File: src/quad_batch_vertex_generator_unit_defines.svh
// assertion macros for the quad batch vertex generator
`ifndef QUAD_BATCH_VERTEX_GENERATOR_UNIT_DEFINES_SVH
`define QUAD_BATCH_VERTEX_GENERATOR_UNIT_DEFINES_SVH

// same-cycle implication
`define QBVG_ASSERT_NOW(lbl, ante, cons, msg) \
   lbl: assert property (@(posedge clock) disable iff (reset) (ante) |-> (cons)) \
      else $error(msg);

// next-cycle implication
`define QBVG_ASSERT_NEXT(lbl, ante, cons, msg) \
   lbl: assert property (@(posedge clock) disable iff (reset) (ante) |=> (cons)) \
      else $error(msg);

`endif

File: src/qbvg_pkg.sv
// shared types and constants of the quad batch vertex generator
package qbvg_pkg;

   localparam int TEXTURE_SLOTS = 32;
   localparam int SLOT_W        = 5;
   localparam int LIMIT_W       = 14;

   localparam logic [LIMIT_W-1:0] LIMIT_RESET = 14'd10000;

   localparam logic [2:0] MODE_FLAT      = 3'd0;
   localparam logic [2:0] MODE_TEX       = 3'd1;
   localparam logic [2:0] MODE_SUB_TILED = 3'd2;
   localparam logic [2:0] MODE_SUB_ROT   = 3'd3;
   localparam logic [2:0] MODE_END       = 3'd4;

   localparam logic REG_BATCH_QUAD_LIMIT = 1'b0;

   localparam logic [16:0] SIN_A = 17'd51472;
   localparam logic [16:0] SIN_B = 17'd21024;
   localparam logic [16:0] SIN_C = 17'd2320;

   localparam logic [23:0] ONE_Q16 = 24'd65536;

   typedef struct packed {
      logic                flush;
      logic [2:0]          mode;
      logic [31:0]         pos_x;
      logic [31:0]         pos_y;
      logic [31:0]         pos_z;
      logic [31:0]         size_w;
      logic [31:0]         size_h;
      logic [15:0]         angle;
      logic [31:0]         color;
      logic [15:0]         tiling;
      logic [31:0]         uv_min;
      logic [31:0]         uv_max;
      logic [SLOT_W-1:0]   slot;
      logic                new_batch;
   } work_type;

endpackage

File: src/qbvg_queue.sv
// two-entry queue between front and back
module qbvg_queue (
   input  logic               clock,
   input  logic               reset,
   input  qbvg_pkg::work_type push_data,
   input  logic               push_valid,
   output logic               push_ready,
   output qbvg_pkg::work_type pop_data,
   output logic               pop_valid,
   input  logic               pop_ready
);

   qbvg_pkg::work_type mem_ff [2];
   logic               wptr_ff, rptr_ff;
   logic [1:0]         count_ff;
   logic               do_push, do_pop;

   assign push_ready = count_ff != 2'd2;
   assign pop_valid  = count_ff != 2'd0;
   assign pop_data   = mem_ff[rptr_ff];
   assign do_push    = push_valid & push_ready;
   assign do_pop     = pop_valid & pop_ready;

   always_ff @(posedge clock) begin
      if (reset) begin
         wptr_ff  <= 1'b0;
         rptr_ff  <= 1'b0;
         count_ff <= 2'd0;
      end else begin
         if (do_push) wptr_ff <= ~wptr_ff;
         if (do_pop)  rptr_ff <= ~rptr_ff;
         count_ff <= count_ff + 2'(do_push) - 2'(do_pop);
      end
   end

   always_ff @(posedge clock) begin
      if (do_push) mem_ff[wptr_ff] <= push_data;
   end

endmodule

File: config.mk
export PLATFORM = sky130hd
export DESIGN_NAME = qbvg_queue
export DESIGN_NICKNAME = d
export VERILOG_FILES = /design/src/quad_batch_vertex_generator_unit_defines.svh /design/src/qbvg_pkg.sv /design/src/qbvg_queue.sv
export SDC_FILE = /design/constraint.sdc
export NUM_CORES = 1
export LEC_CHECK = 0
export BUFFER_PORTS_ARGS = -buffer_cell sky130_fd_sc_hd__buf_2
export CORE_MARGIN = 8
export CORE_UTILIZATION = 47
export CTS_CLUSTER_DIAMETER = 80
export DETAILED_ROUTE_END_ITERATION = 12
export HOLD_SLACK_MARGIN = 0.1
export PLACE_DENSITY = 0.75
export SLEW_MARGIN = 10
export SYNTH_ARGS = -nofsm -noshare
export SYNTH_HDL_FRONTEND = slang
export SYNTH_SLANG_ARGS = --single-unit
export TNS_END_PERCENT = 1
File: constraint.sdc
create_clock -name clock -period 16.6 [get_ports clock]
set_input_delay 2.49 -clock clock [delete_from_list [all_inputs] [get_ports clock]]
set_output_delay 2.49 -clock clock [all_outputs]
set_load 0.005 [all_outputs]
==> reports/metrics.csv <==
stage,metric,value,unit
critical_path,r2r_start,count_ff[0]$_SDFF_PP0_,
yosys,yosysSeqAreaShare,79.5,%
critical_path,required,14110,ps
critical_path,criticalPathCategory,reg -> out,
sta,post-route-period-util,38.5,%
grt,met1_usage,18.3,%
cts,cts.clk_slew.worst_paths,60,ps
yosys,syn_inst,951,
grt,overflow,0,
sta,slew_headroom,25.0,%
yosys,synthesis.area,22600,µm²
critical_path,cp_top_family,buffers and inverters,
grt,grt_first_pass_wirelength,73.8,mm
cts,post_cts_buffers,0,
critical_path,r2r-end,mem_ff[0][169]$_DFFE_PP_,
route,drt_wl_total,50.8,mm
layout,fill_cells,3468,
yosys,ys_top_cells_by_count,"edfxtp_1 (596), mux2_4 (220), mux2_2 (78), buf_6 (26), buf_2 (7)",
critical_path,reg2reg_depth,5,
place,place.gp.congestion,0.810,
critical_path,cp-start-kind,flip-flop,
critical_path,crit_end,pop_data[134],
route,drc,0,
route,ant_nets,0,
floorplanning,initial_core_util,47.5,%
floorplanning,fp.dieArea,55400,µm²
pwr,power.density,150,nW/µm²
sta,rsz0062_at_grt,no,
critical_path,critPathBufInv,3,
yosys,async_reset_ff_share,0,%
floorplanning,pin_count,602,
grt,grt_util_all_layers,17.4,%
sta,post-route-min-period,6400,ps
yosys,ys_ff_latch,601,
grt,grt_pass1_vias,12000,
yosys,yosysTopAreaCell,edfxtp_1,
sta,finalSetupViolCount,0,
layout,design_area,28000,µm²
layout,multi_input_area,4320,µm²
sta,tightest_slew,1130,ps
grt,antenna_found_initial,15,
pwr,leakage,10.8,nW
place,dp_hpwl,36.6,mm
cts,hold_buffers,0,
route,routed_via_density,4.97,
route,drt_pass1_iterations,5,
yosys,yosys_warnings,0,
sta,max_freq,156,MHz
layout,regArea,18000,µm²
critical_path,cp_common_cell,buf_4,
floorplanning,core-area,47600,µm²
grt,grt_start_max_net_pins,157,
yosys,synth_edf_count,596,
critical_path,reg2reg_slack,13540,ps
pwr,ir_drop,0.120,mV
critical_path,path_max_fanout,56,
place,dpl-instance-area,26200,µm²
yosys,netlist.area_leader.share,79.1,%
sta,clock_skew,17.0,ps
sta,slew_viol_final,0,
cts,cts_tree,done,
run,cap_violations,0,
grt,grt-busiest-layer,met2,
cts,cts.repair.resized,0,
yosys,synthDistinctLibCells,18,
floorplanning,chipHeight,235,µm
pwr,power,0.00420,W
route,drtIter0Drc,723,
grt,use_met2,31.6,%
cts,numCtsBuffers,58,
layout,nets,1892,
grt,use_met3,6.19,%
route,routedWlPerCell,22.5,µm
route,vias,11200,
hold_path,min_path_type,reg -> reg,
yosys,syn-num-nets,1255,
sta,fin_tns_setup,0,ps
yosys,avgSynthCellArea,23.8,µm²
layout,synthToLayoutAreaGrowth,23.9,%
layout,drive_gt1_share,60.6,%
cts,cts_sinks,601,
yosys,synth_top_flop_cell,edfxtp_1,
critical_path,worst-path-stages,4,
status,status,finished clean,
critical_path,crit_slowest_cell,dfxtp_4,
critical_path,path_cells,buf_4 > buf_4 > mux2_4 > buf_2,
sta,hold_violations,0,
cts,root_buffer,clkbuf_16,
critical_path,max_stage_delay,950,ps
cts,h-tree-depth,2,
floorplanning,die_x,235,µm
cts,cts.path.max_buffers,3,
place,portBuffers,601,
yosys,yosysMostFrequentCell,edfxtp_1,
floorplanning,fp-row-count,80,
yosys,synth.area.top_cells,"edfxtp_1 (79%), mux2_4 (15%), mux2_2 (3.9%)",
cts,clock_latency,590,ps
critical_path,arrival,3910,ps
critical_path,crit_path_end_kind,output port,
-- state kept, by name, summed over array words and instances (netlist names), named ones only --
| name | count |
|---|---|
| mem_ff | 596 |
| wptr_ff | 1 |
| count_ff | 2 |
| rptr_ff | 1 |
-- worst register-to-register path, stage by stage, from the launching register on --
cell and delay (ps):
dfxtp_1 360, nand2b_1 180, nand2_1 150, nor2_4 120, buf_4 820, buf_4 980
-- how the worst min path moves through the flow --
stage | cells past startpoint | start | end
2_1_floorplan | 2 | rptr_ff$_SDFFE_PP0P_ | flip-flop
3_3_place_gp | 2 | rptr_ff$_SDFFE_PP0P_ | flip-flop
3_5_place_dp | 2 | rptr_ff$_SDFFE_PP0P_ | flip-flop
4_1_cts | 2 | rptr_ff$_SDFFE_PP0P_ | flip-flop
5_1_grt | 2 | rptr_ff$_SDFFE_PP0P_ | flip-flop
6_report | 2 | rptr_ff$_SDFFE_PP0P_ | flip-flop
-- placed cells by master, fill, tap and decap left out, types with 4 or more instances in the layout --
| master | count |
|---|---|
| buf_2 | 601 |
| edfxtp_1 | 596 |
| mux2_4 | 220 |
| mux2_2 | 78 |
| clkbuf_16 | 59 |
| clkbuf_1 | 14 |
| clkinv_1 | 13 |
| clkinv_2 | 11 |
| diode_2 | 9 |
| buf_4 | 7 |
| bufinv_16 | 5 |
| nor2_1 | 4 |
| dfxtp_1 | 4 |
-- metrics by stage --
stage	hold slack [ps]	std cells	setup slack [ps]	utilization (%)
after detailed placement	498	2143	10800	55.0
after global routing	567	2256	10020	58.8
after floorplan	481	951	724	-
after CTS	510	2249	10150	58.8
final	503	2258	10200	58.8
after global placement	492	2143	10850	55.0
-- power breakdown --
group	internal [W]	switching, W
sequential	0.00191	0.0000686
combinational	0.000517	0.000457
clock	0.000728	0.000525
total	0.00315	0.00105
-- layout make-up --
cell class / count / share of cell area [%]
diodes: 9 / 0.0803
clock buffers: 73 / 5.45
clock inverters: 33 / 1.04
inverters: 1 / 0.0134
multi-input cells: 316 / 15.4
flip-flops and latches: 601 / 64.2
well taps: 615 / 2.74
repair buffers: 610 / 11.1
-- logic make-up (layout without fill, tap and decap cells) --
family | Yosys count | after routing | share of synthesized area, %
AOI/OAI and AO/OA | 1 | 1 | 0.0332
xor gates and xnor gates | 3 | 3 | 0.116
adders and majority gates | 2 | 2 | 0.111
buffers and inverters | 34 | 717 | 1.46
DFF | 601 | 601 | 79.5
muxes | 299 | 299 | 18.5
other | 0 | 9 | 0
and+or+nand+nor | 11 | 11 | 0.238
-- layer usage --
metal | part of all wire [%] | wire length (µm)
met5 | 0.14 | 71
met4 | 3.0 | 1530
met1 | 35 | 17900
met2 | 53 | 27000
met3 | 8.5 | 4320
No activity file was read; power rests on OpenSTA's default activity.
