===== config.mk =====
export PLATFORM = sky130hd
export DESIGN_NAME = qbvg_front
export DESIGN_NICKNAME = d
export VERILOG_FILES = /design/src/quad_batch_vertex_generator_unit_defines.svh /design/src/qbvg_pkg.sv /design/src/qbvg_front.sv
export SDC_FILE = /design/constraint.sdc
export NUM_CORES = 1
export LEC_CHECK = 0
export BUFFER_PORTS_ARGS = -buffer_cell sky130_fd_sc_hd__buf_2
export CAP_MARGIN = 20
export CORE_MARGIN = 2
export CORE_UTILIZATION = 42
export DETAILED_ROUTE_END_ITERATION = 10
export GPL_ROUTABILITY_DRIVEN = 0
export SYNTH_ARGS = -nofsm -noshare
export SYNTH_HDL_FRONTEND = slang
export SYNTH_SLANG_ARGS = --single-unit
export TNS_END_PERCENT = 50

===== constraint.sdc =====
create_clock -name clock -period 10.8 [get_ports clock]
set_input_delay 1.08 -clock clock [delete_from_list [all_inputs] [get_ports clock]]
set_output_delay 1.08 -clock clock [all_outputs]
set_load 0.01 [all_outputs]

===== src/quad_batch_vertex_generator_unit_defines.svh =====
// assertion macros for the quad batch vertex generator
`ifndef QUAD_BATCH_VERTEX_GENERATOR_UNIT_DEFINES_SVH
`define QUAD_BATCH_VERTEX_GENERATOR_UNIT_DEFINES_SVH

// same-cycle implication
`define QBVG_ASSERT_NOW(lbl, ante, cons, msg) \
   lbl: assert property (@(posedge clock) disable iff (reset) (ante) |-> (cons)) \
      else $error(msg);

// next-cycle implication
`define QBVG_ASSERT_NEXT(lbl, ante, cons, msg) \
   lbl: assert property (@(posedge clock) disable iff (reset) (ante) |=> (cons)) \
      else $error(msg);

`endif


===== src/qbvg_pkg.sv =====
// shared types and constants of the quad batch vertex generator
package qbvg_pkg;

   localparam int TEXTURE_SLOTS = 32;
   localparam int SLOT_W        = 5;
   localparam int LIMIT_W       = 14;

   localparam logic [LIMIT_W-1:0] LIMIT_RESET = 14'd10000;

   localparam logic [2:0] MODE_FLAT      = 3'd0;
   localparam logic [2:0] MODE_TEX       = 3'd1;
   localparam logic [2:0] MODE_SUB_TILED = 3'd2;
   localparam logic [2:0] MODE_SUB_ROT   = 3'd3;
   localparam logic [2:0] MODE_END       = 3'd4;

   localparam logic REG_BATCH_QUAD_LIMIT = 1'b0;

   localparam logic [16:0] SIN_A = 17'd51472;
   localparam logic [16:0] SIN_B = 17'd21024;
   localparam logic [16:0] SIN_C = 17'd2320;

   localparam logic [23:0] ONE_Q16 = 24'd65536;

   typedef struct packed {
      logic                flush;
      logic [2:0]          mode;
      logic [31:0]         pos_x;
      logic [31:0]         pos_y;
      logic [31:0]         pos_z;
      logic [31:0]         size_w;
      logic [31:0]         size_h;
      logic [15:0]         angle;
      logic [31:0]         color;
      logic [15:0]         tiling;
      logic [31:0]         uv_min;
      logic [31:0]         uv_max;
      logic [SLOT_W-1:0]   slot;
      logic                new_batch;
   } work_type;

endpackage


===== src/qbvg_front.sv =====
// front end: request decode, slot lookup and batch bookkeeping
module qbvg_front (
   input  logic                            clock,
   input  logic                            reset,
   input  logic                            req_tvalid,
   output logic                            req_tready,
   input  logic [2:0]                      req_tuser,   // mode
   input  logic [303:0]                    req_tdata,   // pos_x, pos_y, pos_z, size_w, size_h,
                                                        // angle, color, texture_id, tiling,
                                                        // uv_min, uv_max
   input  logic [qbvg_pkg::LIMIT_W-1:0]    quad_limit,
   output qbvg_pkg::work_type              push_data,
   output logic                            push_valid,
   input  logic                            push_ready
);

   logic [15:0]                   table_ff [qbvg_pkg::TEXTURE_SLOTS];
   logic [5:0]                    used_ff, used_in;
   logic [qbvg_pkg::LIMIT_W-1:0]  quads_ff, quads_in;

   logic                          accept, limit_hit, found, full, tbl_we;
   logic [5:0]                    used_eff;
   logic [qbvg_pkg::SLOT_W-1:0]   hit_idx, slot, tbl_idx;
   logic                          nb;
   logic [2:0]                    mode;
   logic [15:0]                   tex;

   assign mode       = req_tuser;
   assign tex        = req_tdata[223:208];
   assign req_tready = push_ready;
   assign accept     = req_tvalid & push_ready;
   assign push_valid = req_tvalid && (mode <= qbvg_pkg::MODE_END);

   assign limit_hit = quads_ff >= quad_limit;
   assign used_eff  = limit_hit ? 6'd1 : used_ff;
   assign full      = used_eff >= 6'(qbvg_pkg::TEXTURE_SLOTS);

   always_comb begin
      found   = 1'b0;
      hit_idx = '0;
      for (int i = qbvg_pkg::TEXTURE_SLOTS - 1; i >= 1; i--) begin
         if ((6'(i) < used_eff) && (table_ff[i] == tex)) begin
            found   = 1'b1;
            hit_idx = qbvg_pkg::SLOT_W'(i);
         end
      end
   end

   always_comb begin
      slot     = '0;
      nb       = limit_hit;
      used_in  = used_eff;
      quads_in = limit_hit ? qbvg_pkg::LIMIT_W'(1) : quads_ff + 1'b1;
      tbl_we   = 1'b0;
      tbl_idx  = used_eff[qbvg_pkg::SLOT_W-1:0];
      if (mode == qbvg_pkg::MODE_END) begin
         used_in  = 6'd1;
         quads_in = '0;
      end else if (mode != qbvg_pkg::MODE_FLAT) begin
         if (found) begin
            slot = hit_idx;
         end else if (full) begin
            nb       = 1'b1;
            slot     = qbvg_pkg::SLOT_W'(1);
            tbl_idx  = qbvg_pkg::SLOT_W'(1);
            tbl_we   = 1'b1;
            used_in  = 6'd2;
            quads_in = qbvg_pkg::LIMIT_W'(1);
         end else begin
            slot    = used_eff[qbvg_pkg::SLOT_W-1:0];
            tbl_we  = 1'b1;
            used_in = used_eff + 6'd1;
         end
      end
   end

   always_comb begin
      push_data.flush     = mode == qbvg_pkg::MODE_END;
      push_data.mode      = mode;
      push_data.pos_x     = req_tdata[31:0];
      push_data.pos_y     = req_tdata[63:32];
      push_data.pos_z     = req_tdata[95:64];
      push_data.size_w    = req_tdata[127:96];
      push_data.size_h    = req_tdata[159:128];
      push_data.angle     = req_tdata[175:160];
      push_data.color     = req_tdata[207:176];
      push_data.tiling    = req_tdata[239:224];
      push_data.uv_min    = req_tdata[271:240];
      push_data.uv_max    = req_tdata[303:272];
      push_data.slot      = slot;
      push_data.new_batch = nb;
   end

   always_ff @(posedge clock) begin
      if (reset) begin
         used_ff  <= 6'd1;
         quads_ff <= '0;
      end else if (accept && (mode <= qbvg_pkg::MODE_END)) begin
         used_ff  <= used_in;
         quads_ff <= quads_in;
      end
   end

   always_ff @(posedge clock) begin
      if (accept && tbl_we && (mode <= qbvg_pkg::MODE_END) && (mode != qbvg_pkg::MODE_END)) begin
         table_ff[tbl_idx] <= tex;
      end
   end

endmodule


==> results.txt <==
run status -> complete, no violations
Buffers & Inverters on Critical Path -> 4
Synth Register Bits -> 516
area growth from synthesis to layout -> 1.63%
Synthesized Nets -> 2388
Max Freq -> 0.124 GHz
Post-CTS Setup Inserts -> 0
Die Span Y -> 256 µm
RSZ-0062 raised after global routing -> no
fin nets -> 2159
synthesized instance count -> 2045
Final period util -> 74.4%
DR top layer -> met5
Avg Inst Size Synth -> 13.1 µm²
HP Class -> flip-flop to flip-flop
cell taking the most area after synthesis -> edfxtp_1
dpl hpwl -> 66500 µm
max-cap violation count -> 0
wl on met1 -> 32200 µm
Pins Over Slew Limit -> 0
std cell rows -> 92
IO buf count -> 48
Initial Utilization -> 42.5%
Root Buffer -> clkbuf_16
CTS Buf Count -> 53
Crit. Startpoint -> quad_limit[5]
synthesized area -> 0.0267 mm²
top cell type's share of synthesized area -> 55.7%
Initial DRC Count -> 1652
Synth warnings -> 0
Pwr Total -> 4.21 mW
P per Cell Area -> 155 mW/mm²
hold wc startpoint -> quads_ff[1]
Sw Share -> 22.2%
Sum Neg Setup Slack -> 0 ns
Worst EP required -> 9.72 ns
Routed Antenna Nets -> 0
WP depth -> 19
critical register-to-register path endpoint -> table_ff[17][5]
CP Cell Sequence -> buf_2 -> inv_1 -> ha_1 -> nand4_1 -> a21oi_1 -> o311ai_4 -> nand2_2 -> nor2_1 -> inv_1 -> ha_1 -> a31oi_1 -> nor3_1 -> nand4_1 -> o2111ai_1 -> nor4_4 -> and3_4 -> and3_1 -> nand2b_1 -> buf_2
Sw Pwr -> 0.934 mW
Reg2Reg Setup Slack -> 3.56 ns
most common cell after layout, fill and taps aside -> edfxtp_1
fin crit period -> 8.04 ns
CTS Sinks -> 516
design area -> 0.0272 mm²
Worst R2R Start -> quads_ff[5]
crit end category -> primary output
DR pass1 iterations -> 6
Leak -> 8.55 nW
H-Tree Depth -> 2
WL met3 -> 20900 µm
number of enable flip-flop cells after synthesis -> 496
die area -> 0.0657 mm²
grt ovf -> 0
slowest stage delay, CP -> 0.94 ns
worst-case clock buffer depth -> 3
Gate power share -> 5.8%
Via Count -> 15529
placed standard-cell area -> 0.0254 mm²
Reg power frac -> 52.2%
Resized Gates After CTS -> 0
CTS tree -> built
Unique masters post-synth -> 80
final hold violations -> 0
global-route wire length before repair -> 124000 µm
Worst-Skew Late Latency -> 0.63 ns
vias in the first global route -> 14533
gr usage total -> 27.2%
Synth area leaders -> edfxtp_1, xnor2_1, buf_4
CP Max Fanout -> 25
# setup viols final -> 0
measured slew at the worst slew-check pin -> 1.08 ns
clock slew at reported path FFs -> 0.06 ns
R2R depth -> 17
Peak VDD IR -> 115 µV
share of cells above drive strength 1 -> 11.9%
largest net degree at the start of global routing -> 53
Avg WL per Cell -> 33.7 µm
Hold Buf Count CTS -> 0
# IOs -> 625
relative slew slack -> 27.5%
Core Area -> 0.0630 mm²
slowest CP cell -> o311ai_4
Routed WL -> 91100 µm
WS Path Type -> primary input to primary output
Die X-Extent -> 256 µm
Synth async-reset ratio -> 0%
Synth Flop Type -> edfxtp_1
critical path's top delay family -> simple AND/OR/NAND/NOR gates
Core Util, Final -> 43.2%
WP data arrival -> 6.96 ns
CP Launch Type -> primary input
most frequent cells in the layout -> edfxtp_1, xnor2_1, xor2_1
initial antenna violation count -> 2
Clk pwr share -> 42.0%
DR vias/cell -> 5.74
Internal -> 3.28 mW
Seq/Total Area, Yosys -> 57.2%
n_diodes -> 0
clk_skew -> 0.0381 ns
number of remaining DRC errors -> 0
met2 wire length -> 35300 µm
worst setup path end -> push_data[0]
[final cells by class]
class / instances / area, µm²
flip-flops and latches: 516 / 15300
clock inverters: 27 / 228
well taps: 846 / 1060
multi-input cells: 1118 / 8320
fillers: 5685 / 35800
clock buffers: 70 / 1460
inverters: 25 / 93.8
repair buffers: 102 / 709
[cells by family after synthesis]
family          Yosys count  synth area share, %
xor+xnor                498                 16.4
simple gates            459                 9.94
flops                   516                 57.2
compound gates          142                 3.81
fa+ha+maj                18                0.842
buf+inv                 411                 11.8
mux                       1               0.0421
[registers in the layout, indices dropped and copies added, names as in the netlist]
signal,count
quads_ff,14
table_ff,496
used_ff,6
[power groups by stage]
stage	registers, mW	clock network (mW)	logic (mW)
2_1_floorplan	2.24	0	0.282
3_3_place_gp	2.24	0	0.244
3_5_place_dp	2.24	0	0.247
4_1_cts	2.20	1.80	0.248
5_1_grt	2.20	1.88	0.268
6_report	2.20	1.77	0.245
[cells in the mapped netlist (10+ instances only)]
| library cell | number |
|---|---|
| nand3_1 | 30 |
| inv_1 | 24 |
| xor2_1 | 222 |
| nand4_1 | 104 |
| ha_1 | 18 |
| nor3_1 | 27 |
| nor4_2 | 11 |
| and3_1 | 13 |
| xnor2_1 | 274 |
| buf_4 | 303 |
| buf_6 | 53 |
| edfxtp_1 | 496 |
| nor3b_1 | 10 |
| dfxtp_1 | 20 |
| o21ai_0 | 23 |
| nor4_1 | 67 |
| clkbuf_1 | 16 |
| nor2_1 | 79 |
| nand2_1 | 50 |
| a21oi_1 | 29 |
[worst min path at each step]
| stage | end | depth (start not counted) |
|---|---|---|
| floorplan | quads_ff[1] | 2 |
| global placement | quads_ff[13] | 2 |
| detailed placement | quads_ff[11] | 1 |
| CTS | quads_ff[6] | 2 |
| global route | quads_ff[1] | 2 |
| finish | quads_ff[1] | 2 |
[worst register-to-register path: cells and delay by family (launching register included)]
kind	cells	cell delay, ns
and+or+nand+nor	9	3.80
AOI/OAI and AO/OA	4	1.55
DFF	1	0.43
buffers and inverters	2	0.49
adders and majority gates	2	0.70
[metrics by stage]
step	std cells	setup slack (ns)	hold WS, ns
floorplan	2045	4.30	0.461
global placement	2592	2.89	0.513
detailed placement	2597	2.58	0.543
CTS	2694	2.91	0.561
global route	2704	2.28	0.575
finish	2704	2.76	0.551
[metal layers]
| layer | GRT usage, % | vias up |
|---|---|---|
| met5 | 9.43 | - |
| met2 | 35.4 | 1138 |
| met3 | 27.1 | 166 |
| met1 | 30.1 | 7586 |
| met4 | 6.16 | 22 |
| li1 | - | 6617 |
No activity file was read; power rests on OpenSTA's default activity.
